===== src/sv/sm83_pkg.sv =====
// ----------------------------------------------------------------------------
// sm83_pkg
// Shared types and constants for the SM83 instruction execute subset block.
// ----------------------------------------------------------------------------
package sm83_pkg;

  typedef struct packed {
    logic [7:0]  opcode;
    logic [15:0] immediate;
    logic [7:0]  bus_data;
  } in_item_t;

  typedef struct packed {
    logic [15:0] reg_af;
    logic [15:0] reg_bc;
    logic [15:0] reg_de;
    logic [15:0] reg_hl;
    logic [15:0] reg_sp;
    logic [15:0] reg_pc;
    logic [15:0] mem_addr;
    logic        mem_read;
    logic        mem_write;
    logic [7:0]  write_data;
  } out_item_t;

  typedef enum logic [3:0] {
    OP_NOP,
    OP_LD16_IMM,
    OP_ST_IND,
    OP_LD_IND,
    OP_INC16,
    OP_DEC16,
    OP_ADD_HL,
    OP_INC8,
    OP_DEC8,
    OP_LD8_IMM,
    OP_LD8_REG
  } op_class_e;

  // Decoded instruction handed from the front end to the execute stage.
  typedef struct packed {
    op_class_e   op_class;
    logic [1:0]  rp;
    logic [2:0]  rd;
    logic [2:0]  rs;
    logic [15:0] immediate;
    logic [7:0]  bus_data;
  } dec_item_t;

  localparam int unsigned QueueDepth = 2;
  localparam logic [2:0] R8Mem = 3'd6;
  localparam logic [2:0] R8Acc = 3'd7;

endpackage


===== src/sv/sm83_cpu_execute_subset_top.sv =====
// ----------------------------------------------------------------------------
// sm83_cpu_execute_subset_top
// Executes a subset of SM83 instructions, one result per instruction.
// ----------------------------------------------------------------------------
// Usage: the input side is a queue. A transaction carrying opcode, immediate
// bytes and the bus byte is taken on a rising edge with push high and
// full low. Each instruction is decoded in the same cycle and placed in a
// two-entry queue. The execute stage pulls one entry per cycle unless its
// result register is held, updates the register file and loads the result
// register, so a result passes through a queue entry and then the result
// register before it reaches the result ports.
// The result side is also a queue: while empty is low, the oldest result
// is on res_o and is taken on an edge with pop high.
// Throughput is one instruction per cycle while results are popped; the
// register file update in the execute stage sets that rate. A new result
// can be loaded in the same cycle the previous one is popped.
// When the receiver stalls, the result register holds, the queue fills and
// full rises after two more transactions.
// Reset clears all CPU registers to zero and empties both queues.
module sm83_cpu_execute_subset_top (
  input  logic                clk_i,
  input  logic                rst_ni,
  input  logic                push,
  output logic                full,
  input  sm83_pkg::in_item_t  data_i,
  output logic                empty,
  input  logic                pop,
  output sm83_pkg::out_item_t res_o
);

  sm83_pkg::dec_item_t dec, q_data;
  logic q_empty, take;

  sm83_decode u_decode (
    .item_i (data_i),
    .dec_o  (dec)
  );

  sm83_queue u_queue (
    .clk_i   (clk_i),
    .rst_ni  (rst_ni),
    .push_i  (push),
    .data_i  (dec),
    .full_o  (full),
    .pop_i   (take),
    .data_o  (q_data),
    .empty_o (q_empty)
  );

  sm83_execute u_execute (
    .clk_i   (clk_i),
    .rst_ni  (rst_ni),
    .valid_i (!q_empty),
    .dec_i   (q_data),
    .take_o  (take),
    .res_o   (res_o),
    .empty_o (empty),
    .pop_i   (pop)
  );

endmodule


===== src/sv/sm83_decode.sv =====
// ----------------------------------------------------------------------------
// sm83_decode
// Front end: classifies an opcode into an instruction class and operands.
// ----------------------------------------------------------------------------
module sm83_decode (
  input  sm83_pkg::in_item_t  item_i,
  output sm83_pkg::dec_item_t dec_o
);

  logic [7:0] op;
  assign op = item_i.opcode;

  always_comb begin
    dec_o.op_class  = sm83_pkg::OP_NOP;
    dec_o.rp        = op[5:4];
    dec_o.rd        = op[5:3];
    dec_o.rs        = op[2:0];
    dec_o.immediate = item_i.immediate;
    dec_o.bus_data  = item_i.bus_data;
    if (op[7:6] == 2'b00) begin
      if      ((op & 8'hCF) == 8'h01) dec_o.op_class = sm83_pkg::OP_LD16_IMM;
      else if ((op & 8'hCF) == 8'h02) dec_o.op_class = sm83_pkg::OP_ST_IND;
      else if ((op & 8'hCF) == 8'h0A) dec_o.op_class = sm83_pkg::OP_LD_IND;
      else if ((op & 8'hCF) == 8'h03) dec_o.op_class = sm83_pkg::OP_INC16;
      else if ((op & 8'hCF) == 8'h0B) dec_o.op_class = sm83_pkg::OP_DEC16;
      else if ((op & 8'hCF) == 8'h09) dec_o.op_class = sm83_pkg::OP_ADD_HL;
      else if ((op & 8'hC7) == 8'h04) dec_o.op_class = sm83_pkg::OP_INC8;
      else if ((op & 8'hC7) == 8'h05) dec_o.op_class = sm83_pkg::OP_DEC8;
      else if ((op & 8'hC7) == 8'h06) dec_o.op_class = sm83_pkg::OP_LD8_IMM;
    end else if (op[7:6] == 2'b01 && op != 8'h76) begin
      dec_o.op_class = sm83_pkg::OP_LD8_REG;
    end
  end

endmodule


===== src/sv/sm83_queue.sv =====
// ----------------------------------------------------------------------------
// sm83_queue
// Small FIFO of decoded instructions between front end and execute stage.
// ----------------------------------------------------------------------------
module sm83_queue (
  input  logic                clk_i,
  input  logic                rst_ni,
  input  logic                push_i,
  input  sm83_pkg::dec_item_t data_i,
  output logic                full_o,
  input  logic                pop_i,
  output sm83_pkg::dec_item_t data_o,
  output logic                empty_o
);

  localparam int unsigned AW = $clog2(sm83_pkg::QueueDepth);

  sm83_pkg::dec_item_t mem_q [sm83_pkg::QueueDepth];
  logic [AW-1:0] wr_q, wr_d, rd_q, rd_d;
  logic [AW:0]   cnt_q, cnt_d;
  logic          do_push, do_pop;

  assign full_o  = (cnt_q == (AW+1)'(sm83_pkg::QueueDepth));
  assign empty_o = (cnt_q == '0);
  assign do_push = push_i && !full_o;
  assign do_pop  = pop_i && !empty_o;
  assign data_o  = mem_q[rd_q];

  always_comb begin
    wr_d  = do_push ? ((wr_q == AW'(sm83_pkg::QueueDepth - 1)) ? '0 : wr_q + 1'b1) : wr_q;
    rd_d  = do_pop  ? ((rd_q == AW'(sm83_pkg::QueueDepth - 1)) ? '0 : rd_q + 1'b1) : rd_q;
    cnt_d = cnt_q + (AW+1)'(do_push) - (AW+1)'(do_pop);
  end

  always_ff @(posedge clk_i or negedge rst_ni) begin
    if (!rst_ni) begin
      wr_q  <= '0;
      rd_q  <= '0;
      cnt_q <= '0;
    end else begin
      wr_q  <= wr_d;
      rd_q  <= rd_d;
      cnt_q <= cnt_d;
    end
  end

  always_ff @(posedge clk_i) begin
    if (do_push) begin
      mem_q[wr_q] <= data_i;
    end
  end

endmodule


===== src/sv/sm83_execute.sv =====
// ----------------------------------------------------------------------------
// sm83_execute
// Back end: holds the register file, executes one instruction per cycle while
// its output register is free or popped, and holds the result until popped.
// ----------------------------------------------------------------------------
module sm83_execute (
  input  logic                 clk_i,
  input  logic                 rst_ni,
  input  logic                 valid_i,
  input  sm83_pkg::dec_item_t  dec_i,
  output logic                 take_o,
  output sm83_pkg::out_item_t  res_o,
  output logic                 empty_o,
  input  logic                 pop_i
);

  logic [7:0]  a_q, a_d;
  logic [3:0]  f_q, f_d;
  logic [15:0] bc_q, bc_d, de_q, de_d, hl_q, hl_d, sp_q, sp_d, pc_q, pc_d;
  logic        full_q, full_d;
  sm83_pkg::out_item_t res_q, res_d;

  logic [15:0] r16_val, r16_new, addr;
  logic [7:0]  src8, r8_res;
  logic        rd_en, wr_en;
  logic [7:0]  wdata;
  logic [16:0] hl_sum;
  logic [12:0] h_sum;

  assign take_o  = valid_i && (!full_q || pop_i);
  assign empty_o = !full_q;
  assign res_o   = res_q;

  function automatic logic [7:0] r8_get(input logic [2:0] code, input logic [7:0] a,
                                        input logic [15:0] bc, input logic [15:0] de,
                                        input logic [15:0] hl, input logic [7:0] bus);
    logic [7:0] v;
    case (code)
      3'd0:    v = bc[15:8];
      3'd1:    v = bc[7:0];
      3'd2:    v = de[15:8];
      3'd3:    v = de[7:0];
      3'd4:    v = hl[15:8];
      3'd5:    v = hl[7:0];
      3'd6:    v = bus;
      default: v = a;
    endcase
    return v;
  endfunction

  always_comb begin
    a_d = a_q; f_d = f_q; bc_d = bc_q; de_d = de_q; hl_d = hl_q; sp_d = sp_q;
    pc_d   = pc_q + 16'd1;
    addr   = '0;
    rd_en  = 1'b0;
    wr_en  = 1'b0;
    wdata  = '0;
    src8   = '0;
    r8_res = '0;
    r16_new = '0;

    case (dec_i.rp)
      2'd0:    r16_val = bc_q;
      2'd1:    r16_val = de_q;
      2'd2:    r16_val = hl_q;
      default: r16_val = sp_q;
    endcase

    hl_sum = 17'(hl_q) + 17'(r16_val);
    h_sum  = 13'(hl_q[11:0]) + 13'(r16_val[11:0]);

    case (dec_i.op_class)
      sm83_pkg::OP_LD16_IMM: begin
        r16_new = dec_i.immediate;
        pc_d    = pc_q + 16'd3;
      end
      sm83_pkg::OP_INC16: r16_new = r16_val + 16'd1;
      sm83_pkg::OP_DEC16: r16_new = r16_val - 16'd1;
      sm83_pkg::OP_ST_IND, sm83_pkg::OP_LD_IND: begin
        case (dec_i.rp)
          2'd0:    addr = bc_q;
          2'd1:    addr = de_q;
          2'd2: begin
            addr = hl_q;
            hl_d = hl_q + 16'd1;
          end
          default: begin
            addr = hl_q;
            hl_d = hl_q - 16'd1;
          end
        endcase
        if (dec_i.op_class == sm83_pkg::OP_ST_IND) begin
          wr_en = 1'b1;
          wdata = a_q;
        end else begin
          rd_en = 1'b1;
          a_d   = dec_i.bus_data;
        end
      end
      sm83_pkg::OP_ADD_HL: begin
        hl_d = hl_sum[15:0];
        f_d  = {f_q[3], 1'b0, h_sum[12], hl_sum[16]};
      end
      sm83_pkg::OP_INC8, sm83_pkg::OP_DEC8: begin
        src8 = r8_get(dec_i.rd, a_q, bc_q, de_q, hl_q, dec_i.bus_data);
        if (dec_i.op_class == sm83_pkg::OP_INC8) begin
          r8_res = src8 + 8'd1;
          f_d = {r8_res == 8'd0, 1'b0, src8[3:0] == 4'hF, f_q[0]};
        end else begin
          r8_res = src8 - 8'd1;
          f_d = {r8_res == 8'd0, 1'b1, src8[3:0] == 4'h0, f_q[0]};
        end
      end
      sm83_pkg::OP_LD8_IMM: begin
        r8_res = dec_i.immediate[7:0];
        pc_d   = pc_q + 16'd2;
      end
      sm83_pkg::OP_LD8_REG: begin
        r8_res = r8_get(dec_i.rs, a_q, bc_q, de_q, hl_q, dec_i.bus_data);
      end
      default: ;
    endcase

    // Write back a 16-bit pair result.
    if (dec_i.op_class == sm83_pkg::OP_LD16_IMM || dec_i.op_class == sm83_pkg::OP_INC16 ||
        dec_i.op_class == sm83_pkg::OP_DEC16) begin
      case (dec_i.rp)
        2'd0:    bc_d = r16_new;
        2'd1:    de_d = r16_new;
        2'd2:    hl_d = r16_new;
        default: sp_d = r16_new;
      endcase
    end

    // Source read of [HL] for the 8-bit groups.
    if ((dec_i.op_class == sm83_pkg::OP_INC8 || dec_i.op_class == sm83_pkg::OP_DEC8) &&
        dec_i.rd == sm83_pkg::R8Mem) begin
      rd_en = 1'b1;
      addr  = hl_q;
    end
    if (dec_i.op_class == sm83_pkg::OP_LD8_REG && dec_i.rs == sm83_pkg::R8Mem) begin
      rd_en = 1'b1;
      addr  = hl_q;
    end

    // Write back an 8-bit result.
    if (dec_i.op_class == sm83_pkg::OP_INC8 || dec_i.op_class == sm83_pkg::OP_DEC8 ||
        dec_i.op_class == sm83_pkg::OP_LD8_IMM || dec_i.op_class == sm83_pkg::OP_LD8_REG) begin
      case (dec_i.rd)
        3'd0:    bc_d[15:8] = r8_res;
        3'd1:    bc_d[7:0]  = r8_res;
        3'd2:    de_d[15:8] = r8_res;
        3'd3:    de_d[7:0]  = r8_res;
        3'd4:    hl_d[15:8] = r8_res;
        3'd5:    hl_d[7:0]  = r8_res;
        sm83_pkg::R8Mem: begin
          wr_en = 1'b1;
          wdata = r8_res;
          addr  = hl_q;
        end
        default: a_d = r8_res;
      endcase
    end

    res_d.reg_af     = {a_d, f_d, 4'h0};
    res_d.reg_bc     = bc_d;
    res_d.reg_de     = de_d;
    res_d.reg_hl     = hl_d;
    res_d.reg_sp     = sp_d;
    res_d.reg_pc     = pc_d;
    res_d.mem_addr   = addr;
    res_d.mem_read   = rd_en;
    res_d.mem_write  = wr_en;
    res_d.write_data = wdata;

    full_d = take_o ? 1'b1 : (pop_i ? 1'b0 : full_q);
  end

  always_ff @(posedge clk_i or negedge rst_ni) begin
    if (!rst_ni) begin
      a_q <= '0; f_q <= '0; bc_q <= '0; de_q <= '0; hl_q <= '0; sp_q <= '0; pc_q <= '0;
      full_q <= 1'b0;
    end else begin
      full_q <= full_d;
      if (take_o) begin
        a_q <= a_d; f_q <= f_d; bc_q <= bc_d; de_q <= de_d;
        hl_q <= hl_d; sp_q <= sp_d; pc_q <= pc_d;
      end
    end
  end

  always_ff @(posedge clk_i) begin
    if (take_o) begin
      res_q <= res_d;
    end
  end

endmodule


===== config.mk =====
export PLATFORM = sky130hd
export DESIGN_NAME = sm83_cpu_execute_subset_top
export DESIGN_NICKNAME = d
export VERILOG_FILES = /design/src/sv/sm83_pkg.sv /design/src/sv/sm83_cpu_execute_subset_top.sv /design/src/sv/sm83_decode.sv /design/src/sv/sm83_queue.sv /design/src/sv/sm83_execute.sv
export SDC_FILE = /design/constraint.sdc
export NUM_CORES = 1
export LEC_CHECK = 0
export BUFFER_PORTS_ARGS = -buffer_cell sky130_fd_sc_hd__buf_2
export CAP_MARGIN = 30
export CORE_MARGIN = 8
export CORE_UTILIZATION = 30
export CTS_CLUSTER_SIZE = 25
export DETAILED_ROUTE_END_ITERATION = 10
export MAX_ROUTING_LAYER = met4
export SLEW_MARGIN = 20
export SYNTH_ARGS = -nofsm -noshare
export SYNTH_HDL_FRONTEND = slang
export SYNTH_SLANG_ARGS = --single-unit

===== constraint.sdc =====
create_clock -name clk_i -period 6.3 [get_ports clk_i]
set_clock_uncertainty 0.05 [all_clocks]
set_input_delay 0.315 -clock clk_i [delete_from_list [all_inputs] [get_ports clk_i]]
set_output_delay 0.315 -clock clk_i [all_outputs]
set_load 0.01 [all_outputs]

Word level (Yosys, flattened, before mapping)
Memories as Yosys holds them, arrays and structs flattened. Index checks and enable logic that the tools add are counted.

Add/subtract/negate cells: 15. Equal/unequal tests: 37. Mux-type cells: 66. Reductions and logical operators: 30.

Operators with widths (number): $mux W16 (16); $mux W8 (16); $pmux W16 S2 (4); $pmux W8 S7 (2); $pmux W16 S3 (2); $add A16 B1 Y16 const B (3); $mux W4 (12); $add A16 B2 Y16 const B (2); $sub A16 B1 Y16 const B (2); $pmux W8 S3 (1); $eq A3 B3 Y1 const B (6); $eq A6 B4 Y1 const B (3); $add A16 B16 Y17 (1); $eq A4 B3 Y1 const B (4); $eq A4 B4 Y1 const B (4); $logic_not A8 Y1 (2); $eq A5 B3 Y1 const B (3); $add A12 B12 Y13 (1); $eq A3 B2 Y1 const B (4); $eq A6 B2 Y1 const B (2); $mux W1 (12); $add A8 B1 Y8 const B (1); $eq A4 B2 Y1 const B (2); $ne A8 B7 Y1 const B (1); other kinds (20) (42).

Register bits after elaboration: 215. Memory bits (writable): 72. Input bits: 36. Output and inout port bits: 124. Word-level logic and storage cells: 170. Memories: 1.

Memory list: u_queue.mem_q (depth 2, width 36, read ports 1, clocked after Yosys merged registers in 0, wr ports 1, RTL line sm83_queue.sv:18) `sm83_pkg::dec_item_t mem_q [sm83_pkg::QueueDepth];`.

Depth between registers and ports, before layout
Depth in word-level cells: 11. Gate-level depth with buffers: 20. Gate-level depth less buffers: 17.

Cells and area by module
A second synthesis with hierarchy kept.

Cells, all modules: 1704. Area, all modules: 17819.6 um2.

Modules (own cells, without submodules): sm83_execute (times used 1, cells each 1522, area each 14496.4 um2); sm83_queue (times used 1, cells each 130, area each 2947.8 um2); sm83_decode (times used 1, cells each 51, area each 371.6 um2); sm83_cpu_execute_subset_top (times used 1, cells each 1, area each 3.8 um2).

Worst setup path before layout
No wires, ideal clock.

Path type: reg-to-reg. From: register u_execute.full_q. To: register u_queue.cnt_q[1]. Setup time: 0.080 ns. Arrival time: 5.622 ns. Setup slack: 0.548 ns. Cell stages (with the launch flop): 11. Buffers on the path: 2. Clock period less this slack: 5.752 ns. Cells stage by stage: dfrtp_1 > nand2b_1 > o21ai_1 > inv_2 > clkbuf_1 > clkbuf_1 > ha_1 > inv_1 > ha_1 > xnor2_1 > xnor2_1.

Cells in the longest elaborated chain, start to end: 5.

Ends and longest elaborated chain: start, declared (RTL line sm83_execute.sv:20) `logic full_q, full_d;`; start signal, assigned (RTL line sm83_execute.sv:184) `full_q <= full_d;`; $logic_not A1 Y1 (RTL line sm83_execute.sv:30) `assign take_o = valid_i && (!full_q || pop_i);`; $logic_or A1 B1 Y1 (RTL line sm83_execute.sv:30); $logic_and A1 B1 Y1 (RTL line sm83_execute.sv:30); net take (RTL line sm83_cpu_execute_subset_top.sv:32) `logic q_empty, take;`; $logic_and A1 B1 Y1 (RTL line sm83_queue.sv:26) `assign do_pop = pop_i && !empty_o;`; $sub A2 B1 Y2 (RTL line sm83_queue.sv:32) `cnt_d = cnt_q + (AW+1)'(do_push) - (AW+1)'(do_pop);`; net u_queue.cnt_d[1] (RTL line sm83_queue.sv:20) `logic [AW:0] cnt_q, cnt_d;`; end signal, assigned (RTL line sm83_queue.sv:43) `cnt_q <= cnt_d;`; end, declared (RTL line sm83_queue.sv:20).

The timed path passes the listed nets, and every way through them passes these cells. A chain may end at the register's enable or synchronous reset.

Worst setup path in the final report
From: memory u_queue.mem_q[1][30] (netlist bit). To: register u_execute.hl_q[14].

Cells in the longest elaborated chain, start to end: 9. Elaborated cells between the ends (all ways): 16. Classes of those cells: add/sub: 3; eq/ne: 2; mux: 8; reduce/logical: 2; memory: 1.

Ends and longest elaborated chain: start, declared (RTL line sm83_queue.sv:18); $mem_v2 Z2 W36 (*); $eq A2 B2 Y1, or another cell as far along (RTL line sm83_execute.sv:62, sm83_execute.sv:80, sm83_execute.sv:127); $pmux W16 S3 or $reduce_or A2 Y1 (tied branches); $sub A16 B1 Y16, or another cell as far along (RTL line sm83_execute.sv:78) `sm83_pkg::OP_DEC16: r16_new = r16_val - 16'd1;`; $pmux W16 S3 or $pmux W16 S2 (tied branches) (RTL line sm83_execute.sv:72) `case (dec_i.op_class)`; $mux W16 (RTL line sm83_execute.sv:127) `case (dec_i.rp)`; $mux W16 (*) (RTL line sm83_execute.sv:125) `if (dec_i.op_class == sm83_pkg::OP_LD16_IMM || dec_i.op_class == sm83_pkg::OP_INC16 ||`; $mux W8 (RTL line sm83_execute.sv:149) `case (dec_i.rd)`; $mux W16 (*) (RTL line sm83_execute.sv:147) `if (dec_i.op_class == sm83_pkg::OP_INC8 || dec_i.op_class == sm83_pkg::OP_DEC8 ||`; end signal, assigned (RTL line sm83_execute.sv:187) `hl_q <= hl_d; sp_q <= sp_d; pc_q <= pc_d;`; end, declared (RTL line sm83_execute.sv:19) `logic [15:0] bc_q, bc_d, de_q, de_d, hl_q, hl_d, sp_q, sp_d, pc_q, pc_d;`.

Every way passes the cells marked *; elsewhere a longest branch is shown, timed or not.

==> impl_results.md <==
* Sequential fraction of the synthesis area at 45.9%
* Routed len/inst at 26.4 um
* Worst Setup SP: u_queue.mem_q[1][30]$_DFFE_PP_
* Clock sinks at 283
* GRT Overall Usage at 21.6%
* Final WL at 72,400 um
* Design area at 20,800 um^2
* LEAKAGE at 8.41 nW
* Power density cells at 631 nW/um^2
* CP max stage cell: o22ai_2
* Slew Limit Fails at 0
* Hold Buf Count CTS at 33
* Horiz. Die Dim at 257 um
* Dpl hpwl at 54,500 um
* DR iter-0 viols at 1,801
* Initial Util at 30.3%
* Post-CTS Setup Bufs at 0
* CTS tree: yes
* Synth Instances at 1,755
* Worst Setup Path Type: reg -> reg
* Bufs on Longest Clock Path at 3
* Synth warn at 0
* FF-to-FF Start: u_queue.mem_q[1][30]$_DFFE_PP_
* Largest net degree at the start of global routing at 167
* Area grow syn2layout at 18.8%
* First-pass GRT wire length at 105,000 um
* Reg2reg end: u_execute.hl_q[14]$_DFFE_PN0P_
* Worst Setup End Kind: flip-flop
* Number of global-route vias before repair at 15,100
* Run status: finished clean
* CTS Root Cell: clkbuf_16
* DR vias/cell at 5.59
* Area leader, netlist: edfxtp_1
* IO buf count at 155
* Ratio of cells with drive above 1 in the final layout at 18.1%
* Max Cap Viol at 0
* R2r setup slk at 0.81 ns
* Final setup violation count at 0
* Drt drc at 0
* Filler cells at 5,933
* Mapped Area at 17,500 um^2
* CP cell instances: nand2_1 -> o22ai_2 -> a22oi_1 -> nor2b_1 -> o21ai_0 -> buf_4 -> inv_1 -> fa_1 -> nand3b_1 -> a21oi_1 -> o31a_1 -> o2111ai_1 -> or3_1 -> a31oi_1 -> a21oi_1 -> buf_4 -> a211o_1 -> a31oi_1
* End point of the critical path: u_execute.hl_q[14]$_DFFE_PN0P_
* Crit path DAT at 5.93 ns
* Main flop type after synthesis: edfxtp_1
* Num CTS Buffers at 30
* Post-synth cell types at 85
* Levels on crit path at 18
* Fmax achieved at 0.182 GHz
* H-tree depth at 1
* Total core area at 57,700 um^2
* Number of synthesized flops with an enable pin at 186
* Top-level I/O count at 160
* DP Area at 19,400 um^2
* DRT Pass-1 Iters at 5
* Crit path launch type: flip-flop
* R2R cell count at 18
* Setup TNS at 0 ns
* Final period demand of the worst path at 5.49 ns
* Top cell type's share of synthesized area at 32.0%
* Tightest Pin Transition at 1.22 ns
* Antenna violations before repair at 0
* Critical path's top delay family: compound AO/OA/AOI/OAI gates
* Required @ worst endpoint at 6.74 ns
* Fraction of registers with async set/reset at 34.3%
* Die span in y at 257 um
* Vias at 15,300
* Fin. Hold Viols at 0
* Top cells by instance count after synthesis: 188 x nor2_1, 186 x edfxtp_1, 165 x nand2_1
* Peak VDD IR at 261 uV
* Critical path's largest stage delay at 0.74 ns
* Worst min-delay path class: in -> reg
* Fin crit share at 87.1%
* Critical-path maximum fanout at 16
* Slew headroom at 18.7%
* Total congestion overflow at 0
* Post-Syn Area per Cell at 9.96 um^2
* RSZ-0062 raised after global routing: false
* Synth area leaders: edfxtp_1 32%, dfrtp_1 14%, ha_1 5.3%, nor2_1 4.0%, o21ai_0 3.6%
* Final ANT Viol Nets at 0
* Total Nets Final at 2,068
* Die area at 66,200 um^2
* FP Rows at 88
* Clock transition at path regs at 0.08 ns
* Placer Congestion at 1.01
* Synthesized flop and latch total at 283
* CP Buf/Inv Count at 3
* Count leader, synth: nor2_1
* Post_cts resized at 0
* Worst-skew pair later-pin latency at 0.60 ns
flip-flops by register name, indices dropped and copies added, names as in the netlist:
signal and cells:
u_execute.res_o 118, u_queue.mem_q 68, u_execute.bc_q 16, u_execute.de_q 16, u_execute.hl_q 16, u_execute.pc_q 16
u_execute.sp_q 16, u_execute.a_q 8, u_execute.f_q 4, u_queue.cnt_q 2, u_execute.full_q 1, u_queue.rd_q 1
u_queue.wr_q 1
worst register-to-register path, stage by stage, from the launching register on:
cell and delay [ns]:
edfxtp_1 0.60, nand2_1 0.26, o22ai_2 0.74, a22oi_1 0.37, nor2b_1 0.21, o21ai_0 0.17
buf_4 0.20, inv_1 0.08, fa_1 0.48, nand3b_1 0.22, a21oi_1 0.21, o31a_1 0.23
o2111ai_1 0.20, or3_1 0.38, a31oi_1 0.20, a21oi_1 0.07, buf_4 0.20, a211o_1 0.33
a31oi_1 0.18
report_power, final:
part           switching [mW]  leakage [nW]  internal (mW)  total [mW]
Clock                   0.817         0.506           1.09        1.91
Sequential              0.683          3.02           2.94        3.62
Combinational            4.91          4.88           2.66        7.57
cells by family (layout without fill, tap and decap cells):
kind of cell / after synthesis / after routing / synth area share (%)
other: 1 / 5 / 0.0215
and+or+nand+nor: 535 / 535 / 14.1
AOI/OAI and AO/OA: 537 / 537 / 20.2
buffers and inverters: 132 / 352 / 3.22
xor gates and xnor gates: 73 / 73 / 3.66
DFF: 283 / 283 / 45.9
muxes: 116 / 116 / 7.22
adders and majority gates: 78 / 78 / 5.76
worst min-delay path by stage:
| stage | to | depth (start not counted) | startpoint | slack [ns] |
|---|---|---|---|---|
| after floorplan | u_execute.a_q[0]$_DFFE_PN0P_ | 0 | rst_ni | -0.03 |
| after global placement | u_execute.hl_q[8]$_DFFE_PN0P_ | 1 | rst_ni | 0.32 |
| after detailed placement | u_execute.hl_q[8]$_DFFE_PN0P_ | 1 | rst_ni | 0.33 |
| after CTS | u_queue.wr_q$_DFFE_PN0P_ | 3 | push | 0.01 |
| after global routing | u_queue.wr_q$_DFFE_PN0P_ | 3 | push | 0.06 |
| final | u_queue.wr_q$_DFFE_PN0P_ | 3 | push | 0.05 |
layout make-up:
type                    count  area [um^2]  area share (%)
clock inverters            22          246            1.19
diodes                      1         2.50          0.0121
repair buffers            252         1620            7.81
clock buffers              34          807            3.89
multi-input cells        1343         8940            43.1
flip-flops and latches    283         8010            38.6
well taps                 765          957            4.61
inverters                  44          170           0.820
per-stage QoR:
| stage | total power, mW | cells | util [%] | hold WS, ns | worst slack (ns) |
|---|---|---|---|---|---|
| 3_5_place_dp | 11.0 | 2654 | 33.6 | 0.329 | 0.963 |
| 4_1_cts | 13.0 | 2743 | 36.0 | 0.0108 | 0.883 |
| 3_3_place_gp | 11.0 | 2649 | 33.5 | 0.316 | 1.07 |
| 5_1_grt | 13.8 | 2743 | 36.0 | 0.0552 | 0.548 |
| 6_report | 13.1 | 2744 | 36.0 | 0.0466 | 0.813 |
| 2_1_floorplan | 8.08 | 1758 | - | -0.0306 | 0.548 |
metal layers:
metal / vias up / share of wire (%) / track usage, %
met5: - / 0 / -
met4: 0 / 4.8 / 9.28
met3: 154 / 7.2 / 3.69
met2: 681 / 44 / 32.5
met1: 7532 / 44 / 28.5
li1: 6981 / - / -
layout by cell type, fill, tap and decap left out, types with 33 or more instances in the layout:
cell,synthesis,routed
nor2_1,188,186
edfxtp_1,186,186
nand2_1,165,165
buf_2,18,154
o21ai_0,125,125
a21oi_1,118,117
dfrtp_1,97,96
ha_1,74,74
buf_4,4,62
mux2i_1,60,58
mux2_2,52,52
xnor2_1,51,51
inv_1,42,42
a211oi_1,36,36
dlygate4sd3_1,0,33
(Power assumes the default switching activity.)
